--- config.mk ---
export PLATFORM = sky130hd
export DESIGN_NAME = lae_row_ram
export DESIGN_NICKNAME = d
export VERILOG_FILES = /design/src/design/lae_row_ram.sv
export SDC_FILE = /design/constraint.sdc
export NUM_CORES = 2
export LEC_CHECK = 0
export ABC_AREA = 0
export BUFFER_PORTS_ARGS = -buffer_cell sky130_fd_sc_hd__buf_4
export CORE_MARGIN = 2
export CORE_UTILIZATION = 45
export DETAILED_ROUTE_END_ITERATION = 10
export SYNTH_ARGS = -nofsm -noshare
export SYNTH_HDL_FRONTEND = slang
export SYNTH_SLANG_ARGS = --single-unit
--- constraint.sdc ---
create_clock -name clock -period 7.88 [get_ports clock]
set_clock_uncertainty 0.1 [all_clocks]
set_input_delay 0.788 -clock clock [delete_from_list [all_inputs] [get_ports clock]]
set_output_delay 0.788 -clock clock [all_outputs]
set_load 0.02 [all_outputs]
--- src/design/lae_row_ram.sv ---
// One grid store: a row-wide synchronous memory, one write port and one read
// port, read data registered. Depends on nothing.
`default_nettype none

module lae_row_ram #(
   parameter int WIDTH  = 64,
   parameter int DEPTH  = 64,
   parameter int ADDR_W = 6
) (
   input  wire logic              clock,
   input  wire logic              wr_en,
   input  wire logic [ADDR_W-1:0] wr_addr,
   input  wire logic [WIDTH-1:0]  wr_data,
   input  wire logic              rd_en,
   input  wire logic [ADDR_W-1:0] rd_addr,
   output logic      [WIDTH-1:0]  rd_data
);

   logic [WIDTH-1:0] mem [DEPTH];
   logic [WIDTH-1:0] rd_data_ff;

   always_ff @(posedge clock) begin
      if (wr_en) begin
         mem[wr_addr] <= wr_data;
      end
   end

   always_ff @(posedge clock) begin
      if (rd_en) begin
         rd_data_ff <= mem[rd_addr];
      end
   end

   assign rd_data = rd_data_ff;

endmodule

`default_nettype wire

==> impl_metrics.env <==
export IMPL_grt_pass1_wl_microns=607000
export IMPL_numCtsBuffers=412
export IMPL_yosysWarnings=0
export IMPL_path_clk_slew_ps=60
export IMPL_via_per_inst=6.39
export IMPL_min_from="rd_en"
export IMPL_clockRootBuffer="clkbuf_16"
export IMPL_hold_path_end="rd_data[25]"
export IMPL_cts_tree="yes"
export IMPL_mostFrequentLayoutCells="4,160 x edfxtp_1, 1,024 x mux4_2, 416 x clkbuf_16, 281 x buf_4, 168 x a22oi_1"
export IMPL_die_area_sq_um=354000
export IMPL_numClockSinks=4160
export IMPL_postCtsSetupRepairBufs=0
export IMPL_rsz0062_at_grt="no"
export IMPL_portBuffers=142
export IMPL_syn_num_nets=6677
export IMPL_htree_levels=5
export IMPL_status="finished, final reports clean"
export IMPL_area_growth_pct=13.1
export IMPL_final_hold_viol_count=0
export IMPL_start_util_pct=45.3
export IMPL_critical_path_slowest_cell="buf_4"
export IMPL_synth_top_area_share_pct=79.6
export IMPL_num_io_pins=143
export IMPL_yosysSeqAreaShare_pct=79.6
export IMPL_fmax_mhz=294
export IMPL_hpwl_microns=228000
export IMPL_syn_avg_cell_area_sq_um=23.8
export IMPL_drt_iter0_markers=10500
export IMPL_synthTopCellsByArea="edfxtp_1 80%, mux4_2 15%, mux2i_1 0.86%"
export IMPL_synth_cell_types=32
export IMPL_num_vias=76000
export IMPL_min_period_ps=3400
export IMPL_worst_pin_slew_ps=1270
export IMPL_worstHoldPathCells=1
export IMPL_slew_violations=0
export IMPL_drc_errors=0
export IMPL_wl_per_cell_microns=36.9
export IMPL_ir_worst_vdd_mv=0.218
export IMPL_grt_start_max_net_pins=129
export IMPL_synth_seq_cells=4160
export IMPL_rrSetupSlack_ps=5600
export IMPL_setup_violations=0
export IMPL_clockBufferDepth=4
export IMPL_max_stage_delay_ps=840
export IMPL_ant_nets=0
export IMPL_setup_tns_ps=0
export IMPL_cts_resized=0
export IMPL_clock_latency_ps=990
export IMPL_routed_wl_microns=439000
export IMPL_synth_top_cell_by_area="edfxtp_1"
export IMPL_die_w_microns=595
export IMPL_final_cell_area_sq_um=178000
export IMPL_place_area_sq_um=164000
export IMPL_p_leak_nw=54.9
export IMPL_drive_gt1_share_pct=27.8
export IMPL_fin_crit_sh_pct=43.2
export IMPL_firstDrtPassIters=6
export IMPL_antenna_found_initial=31
export IMPL_hold_class="in -> reg"
export IMPL_final_core_util_pct=51.2
export IMPL_die_y_microns=595
export IMPL_syn_cell_area_sq_um=157000
export IMPL_cp_max_fo=82
export IMPL_cap_violations=0
export IMPL_netlist_instances=6598
export IMPL_final_net_count=7040
export IMPL_p_per_area_nw_per_um2=260
export IMPL_core_sq_um=347000
export IMPL_reg2reg_depth=5
export IMPL_r2r_start="mem[13][14]"
export IMPL_endpoint_kind="register"
export IMPL_grt_usage_pct=24.6
export IMPL_rr_endpoint="rd_data[14]"
export IMPL_relSlewSlack_pct=15.5
export IMPL_mostFrequentLayoutCell="edfxtp_1"
export IMPL_cp_data_arrival_time_ps=3980
export IMPL_path_class="in -> reg"
export IMPL_rows=216
export IMPL_cp_start_kind="input pin"
export IMPL_hold_buffers=0
export IMPL_crit_chain="buf_16, buf_4, mux4_2, mux2i_1, nand2_1, a31oi_1, a211oi_1"
export IMPL_crit_required_ps=8460
export IMPL_nFillCells=26700
export IMPL_grt_overflow=0
export IMPL_grt_pass1_vias=75500
export IMPL_gp_congestion=0.772
[area by class of cell]
type | count | area (sq um) | share of cell area (%)
sequential | 4160 | 125000 | 70.3
tap | 4578 | 5730 | 3.22
antenna | 14 | 35.0 | 0.0197
clock inverter | 242 | 2480 | 1.40
clock buffer | 507 | 10800 | 6.05
multi-input combinational | 2049 | 30800 | 17.3
inverter | 19 | 71.3 | 0.0401
timing repair buffer | 319 | 2870 | 1.61
[registers in the layout, indices dropped and copies added, names as in the netlist]
signal	cells
rd_data	64
mem	4096
[logic make-up (layout without fill, tap and decap cells)]
logic type      Yosys count  in the layout  synth area share [%]
compound gates          504            504                  2.47
simple gates            386            386                  1.23
other cells               0             14                     0
mux                    1159           1159                  15.6
flops                  4160           4160                  79.6
buf+inv                 389           1087                  1.18
[synth_stat cells]
cell / n
edfxtp_1: 4160
nand2_1: 58
inv_1: 19
nor2_1: 112
clkbuf_1: 140
o22ai_1: 83
or2_2: 28
o221ai_1: 38
or3b_2: 1
buf_4: 34
buf_6: 6
nand2b_1: 11
nand4_1: 2
nor3_1: 2
a211oi_1: 63
a22o_1: 88
nand3_1: 45
or3_1: 29
nand4b_1: 1
buf_2: 170
a31o_1: 1
a22oi_1: 168
nor2b_1: 28
buf_1: 20
mux4_2: 1024
a31oi_1: 18
mux2i_1: 135
and2_1: 3
nand3b_1: 2
and3_1: 64
a41oi_1: 26
a2bb2oi_1: 19
[through the flow]
stage                     hold slack [ps]  power [mW]  setup WS [ps]  std cells
final                                98.8        46.1           4480      11900
after global routing                 59.7        47.3           4290      11900
after CTS                            29.8        46.4           4540      11900
after detailed placement              801        27.2           3480      11100
after global placement                797        27.2           3540      11100
after floorplan                       765        26.2           1560       6598
[worst max-delay path, delay by kind of cell]
kind / cells / cell delay, ps
and+or+nand+nor: 1 / 70
AOI/OAI and AO/OA: 2 / 780
muxes: 2 / 740
buffers and inverters: 2 / 1190
[how the worst max path moves through the flow]
stage / from / to / slack (ps) / cells after the start
2_1_floorplan: wr_addr[3] / mem[48][0] / 1560 / 4
3_3_place_gp: rd_addr[2] / rd_data[25] / 3540 / 6
3_5_place_dp: rd_addr[2] / rd_data[25] / 3480 / 6
4_1_cts: rd_addr[2] / rd_data[25] / 4540 / 6
5_1_grt: rd_addr[0] / rd_data[39] / 4290 / 7
6_report: rd_addr[0] / rd_data[39] / 4480 / 7
[routing by layer]
layer  vias up  GRT usage, %  part of all wire [%]
li1      29300             -                     -
met2      4112          39.8                    49
met5         -             0                0.0030
met3       652          4.30                   9.4
met1     41900          35.0                    39
met4         2          6.05                   2.5
[where the power goes]
part           leakage [nW]  switching [mW]  internal (mW)  total (mW)
sequential             37.5          0.0882           24.5        24.6
clock                  6.45            8.41           11.0        19.4
combinational          10.9            1.32          0.769        2.09
total                  54.9            9.82           36.3        46.1
Power figures use the tool's default switching activity.
