--- src/design/lae_pkg.sv ---
// Shared definitions for the life automaton engine: command and register codes,
// controller states and the fixed field widths of the ports.
// No dependencies.
`default_nettype none

package lae_pkg;

   // Fixed field widths of the ports.
   localparam int CMD_W       = 2;
   localparam int COORD_W     = 6;
   localparam int GRID_SIZE_W = 7;
   localparam int GENS_W      = 16;
   localparam int CSR_IDX_W   = 1;
   localparam int CSR_DATA_W  = 16;

   // Commands.
   localparam logic [CMD_W-1:0] CMD_WRITE = 2'd0;
   localparam logic [CMD_W-1:0] CMD_RUN   = 2'd1;
   localparam logic [CMD_W-1:0] CMD_READ  = 2'd2;

   // Configuration register indexes.
   localparam logic [CSR_IDX_W-1:0] REG_GRID_SIZE   = 1'd0;
   localparam logic [CSR_IDX_W-1:0] REG_GENERATIONS = 1'd1;

   // Reset values of the configuration registers.
   localparam logic [GRID_SIZE_W-1:0] GRID_SIZE_RESET   = 7'd64;
   localparam logic [GENS_W-1:0]      GENERATIONS_RESET = 16'd1;

   // B3/S23 rule: neighbor count that gives birth, and the extra count that survives.
   localparam int NB_CNT_W = 4;
   localparam logic [NB_CNT_W-1:0] BIRTH_COUNT   = 4'd3;
   localparam logic [NB_CNT_W-1:0] SURVIVE_COUNT = 4'd2;

   typedef enum logic [2:0] {
      ST_IDLE,
      ST_WR_MOD,
      ST_RD_DATA,
      ST_RUN_PRIME,
      ST_RUN_FETCH,
      ST_RUN_CALC,
      ST_FINISH
   } lae_state_type;

endpackage

`default_nettype wire

--- src/design/lae_row_calc.sv ---
// Next-generation logic for one grid row: one lane per column applies the
// B3/S23 rule to a three-row window. Depends on lae_pkg.
`default_nettype none

module lae_row_calc
   import lae_pkg::*;
#(
   parameter int WIDTH = 64
) (
   input  wire logic [WIDTH-1:0] above,
   input  wire logic [WIDTH-1:0] center,
   input  wire logic [WIDTH-1:0] below,
   input  wire logic [WIDTH-1:0] col_mask,
   output logic      [WIDTH-1:0] next_row
);

   // Padding with a dead column on each side keeps the edge lanes uniform.
   logic [WIDTH+1:0] above_p;
   logic [WIDTH+1:0] center_p;
   logic [WIDTH+1:0] below_p;

   assign above_p  = {1'b0, above, 1'b0};
   assign center_p = {1'b0, center, 1'b0};
   assign below_p  = {1'b0, below, 1'b0};

   for (genvar c = 0; c < WIDTH; c++) begin : g_lane
      logic [NB_CNT_W-1:0] cnt;

      assign cnt = NB_CNT_W'(above_p[c])  + NB_CNT_W'(above_p[c+1]) + NB_CNT_W'(above_p[c+2])
                 + NB_CNT_W'(center_p[c]) + NB_CNT_W'(center_p[c+2])
                 + NB_CNT_W'(below_p[c])  + NB_CNT_W'(below_p[c+1]) + NB_CNT_W'(below_p[c+2]);

      assign next_row[c] = col_mask[c]
                         & ((cnt == BIRTH_COUNT) | (center[c] & (cnt == SURVIVE_COUNT)));
   end

endmodule

`default_nettype wire

--- config.mk ---
export PLATFORM = sky130hd
export DESIGN_NAME = lae_row_calc
export DESIGN_NICKNAME = d
export VERILOG_FILES = /design/src/design/lae_pkg.sv /design/src/design/lae_row_calc.sv
export SDC_FILE = /design/constraint.sdc
export NUM_CORES = 1
export LEC_CHECK = 0
export ABC_AREA = 1
export BUFFER_PORTS_ARGS = -buffer_cell sky130_fd_sc_hd__buf_2
export CAP_MARGIN = 30
export CELL_PAD_IN_SITES_DETAIL_PLACEMENT = 2
export CELL_PAD_IN_SITES_GLOBAL_PLACEMENT = 2
export CORE_ASPECT_RATIO = 0.75
export CORE_UTILIZATION = 30
export DETAILED_ROUTE_END_ITERATION = 8
export GPL_TIMING_DRIVEN = 0
export MAX_ROUTING_LAYER = met4
export PLACE_DENSITY_LB_ADDON = 0.1
export SLEW_MARGIN = 20
export SYNTH_ARGS = -nofsm -noshare
export SYNTH_HDL_FRONTEND = slang
export SYNTH_SLANG_ARGS = --single-unit
--- constraint.sdc ---
create_clock -name vclk -period 10.1
set_input_delay 2.02 -clock vclk [all_inputs]
set_output_delay 2.02 -clock vclk [all_outputs]
set_load 0.01 [all_outputs]
==> run_results.csv <==
group,metric,value,unit
route,initialDrtViolationCount,165,
place,gp_congestion,0.801,
setup_path,end_kind,"output pin",
setup_path,start_kind,"input pin",
power,p_sw_share,57.3,%
timing,fin_setup_tns,0,ps
synth,syn-instance-count,1570,
setup_path,required,8080,ps
route,wl_met3,984,um
finish,clock_buffers,0,
min_path,hold-path-cell-count,4,
finish,design.seq.count,0,
power,ir_drop,0.0287,mV
timing,period_needed,7010,ps
setup_path,arrival,4990,ps
synth,yosys_warnings,0,
grt,gr-usage-all-layers,17.8,%
finish,mostFrequentLayoutCell,"inv_1",
power,power.leakage,8.55,nW
route,drtPass1Iterations,4,
synth,syn-cell-area,0.0117,sq mm
place,placed_cells_incl_taps,2402,
timing,hold_viol_final,0,
route,drcViolationCount,0,
place,portBuffers,320,
timing,slew-limit-headroom,85.1,%
clocking,cts_hold_buf,0,
place,place_ws,3070,ps
finish,fin_nets,2588,
finish,multi_input_area,0.00959,sq mm
setup_path,critPathCapture,"next_row[10]",
clocking,post-cts-setup-buffer-count,0,
setup_path,worstSetupStartpoint,"above[9]",
power,pwr-share-comb,100.0,%
timing,worst_pin_slew,223,ps
setup_path,path_common_cell,"fa_1",
finish,layout.cells.non_filler,2414,
floorplan,rows,62,
route,wl_met2,16900,um
timing,setup_viol,0,
grt,antenna_found_initial,13,
floorplan,die_y,173,um
power,seqPwrFrac,0,%
synth,syn_nets,2266,
route,wl_met1,14900,um
finish,mostFrequentLayoutCells,"inv_1 (568), buf_2 (320), fa_1 (252)",
setup_path,path_class,"input pin to output pin",
grt,grt_first_pass_wirelength,56800,um
run,drv_cap,0,
power,p_switching,762,uW
floorplan,die_area,0.0399,sq mm
finish,fin_util,36.4,%
synth,avgSynthCellArea,7.47,sq um
timing,clock.fmax,143,MHz
power,p_clk_share,0,%
route,routedWlPerCell,13.7,um
floorplan,io_pins,320,
timing,rsz0062_at_grt,"no",
min_path,hp-start,"col_mask[0]",
route,top_layer,"met4",
power,power_density,95.0,mW/mm^2
grt,first_global_vias,11860,
timing,slew_viol_final,0,
min_path,hold_path_class,"input pin to output pin",
finish,drive_gt1_share,16.9,%
finish,fillers,4635,
setup_path,path_cells,"buf_2 > inv_1 > fa_1 > fa_1 > fa_1 > inv_1 > ha_1 > fa_1 > nand2_1 > nor2_1 > nand2_1 > nor2_1 > buf_2",
grt,grt_max_degree,4,
synth,ys_seq_area_share,0,%
route,routed_wl,33000,um
synth,synth_cell_type_count,9,
timing,fin_crit_sh,69.4,%
floorplan,fp.dieW,230,um
place,dp_hpwl,33100,um
setup_path,crit_path_max_incr_delay,550,ps
route,vias,10082,
status,status,"complete, no violations",
setup_path,crit_slowest_cell,"fa_1",
route,drtAntennaViolNets,0,
setup_path,critPathMaxFanout,2,
route,viasPerCell,4.18,
floorplan,core_area,0.0384,sq mm
clocking,cts_resized,0,
finish,regArea,0,sq um
finish,syn_to_final_growth,19.4,%
floorplan,start_util,30.5,%
grt,grt-ovfl-total,0,
timing,layout_setup_ws,3090,ps
power,p_int,568,uW
-- cell type report --
type               instances  share of cell area [%]
repair buffers           320                    11.4
multi-input cells       1002                    68.5
well taps                512                    4.58
inverters                568                    15.2
diodes                    12                   0.215
-- critical path, delay by kind of cell --
family	cells	cell delay (ps)
adder cells (fa/ha/maj)	5	2180
buffers and inverters	4	390
AND/OR/NAND/NOR	4	400
-- worst min-delay path by stage --
stage,end
after floorplan,next_row[63]
after global placement,next_row[63]
after detailed placement,next_row[63]
after CTS,next_row[63]
after global routing,next_row[63]
final,next_row[0]
-- power by group through the flow --
stage,Combinational (mW),Sequential (mW),Clock (mW)
finish,1.33,0,0.000000159
CTS,1.38,0,0
floorplan,0.938,0,0
detailed placement,1.37,0,0
global placement,1.28,0,0
global route,1.59,0,0.000000146
-- logic make-up after synthesis --
group                      count (synthesis)  synth area share (%)
buffers and inverters                    568                  18.2
and+or+nand+nor                          499                  16.0
adders and majority gates                440                  63.1
AOI/OAI and AO/OA                         63                  2.71
-- stage by stage --
stage	power (mW)	hold WS, ps	cell area, sq um
final	1.33	4360	14000
after global routing	1.59	4390	14000
after CTS	1.38	4360	14000
after detailed placement	1.37	4360	14000
after global placement	1.28	4350	14000
after floorplan	0.938	4140	11700
-- routing by layer --
layer,global-route usage [%],up-vias
met3,1.40,14
met1,22.5,4879
met2,32.1,131
met4,1.21,0
met5,-,-
li1,-,5058
-- cells in the mapped netlist --
master | number | area share, %
a211oi_1 | 1 | 0.064
a21oi_1 | 62 | 2.6
fa_1 | 252 | 43
ha_1 | 188 | 20
inv_1 | 568 | 18
nand2_1 | 249 | 8.0
nand3_1 | 1 | 0.043
nor2_1 | 248 | 7.9
nor3_1 | 1 | 0.043
No activity file was read; power rests on OpenSTA's default activity.
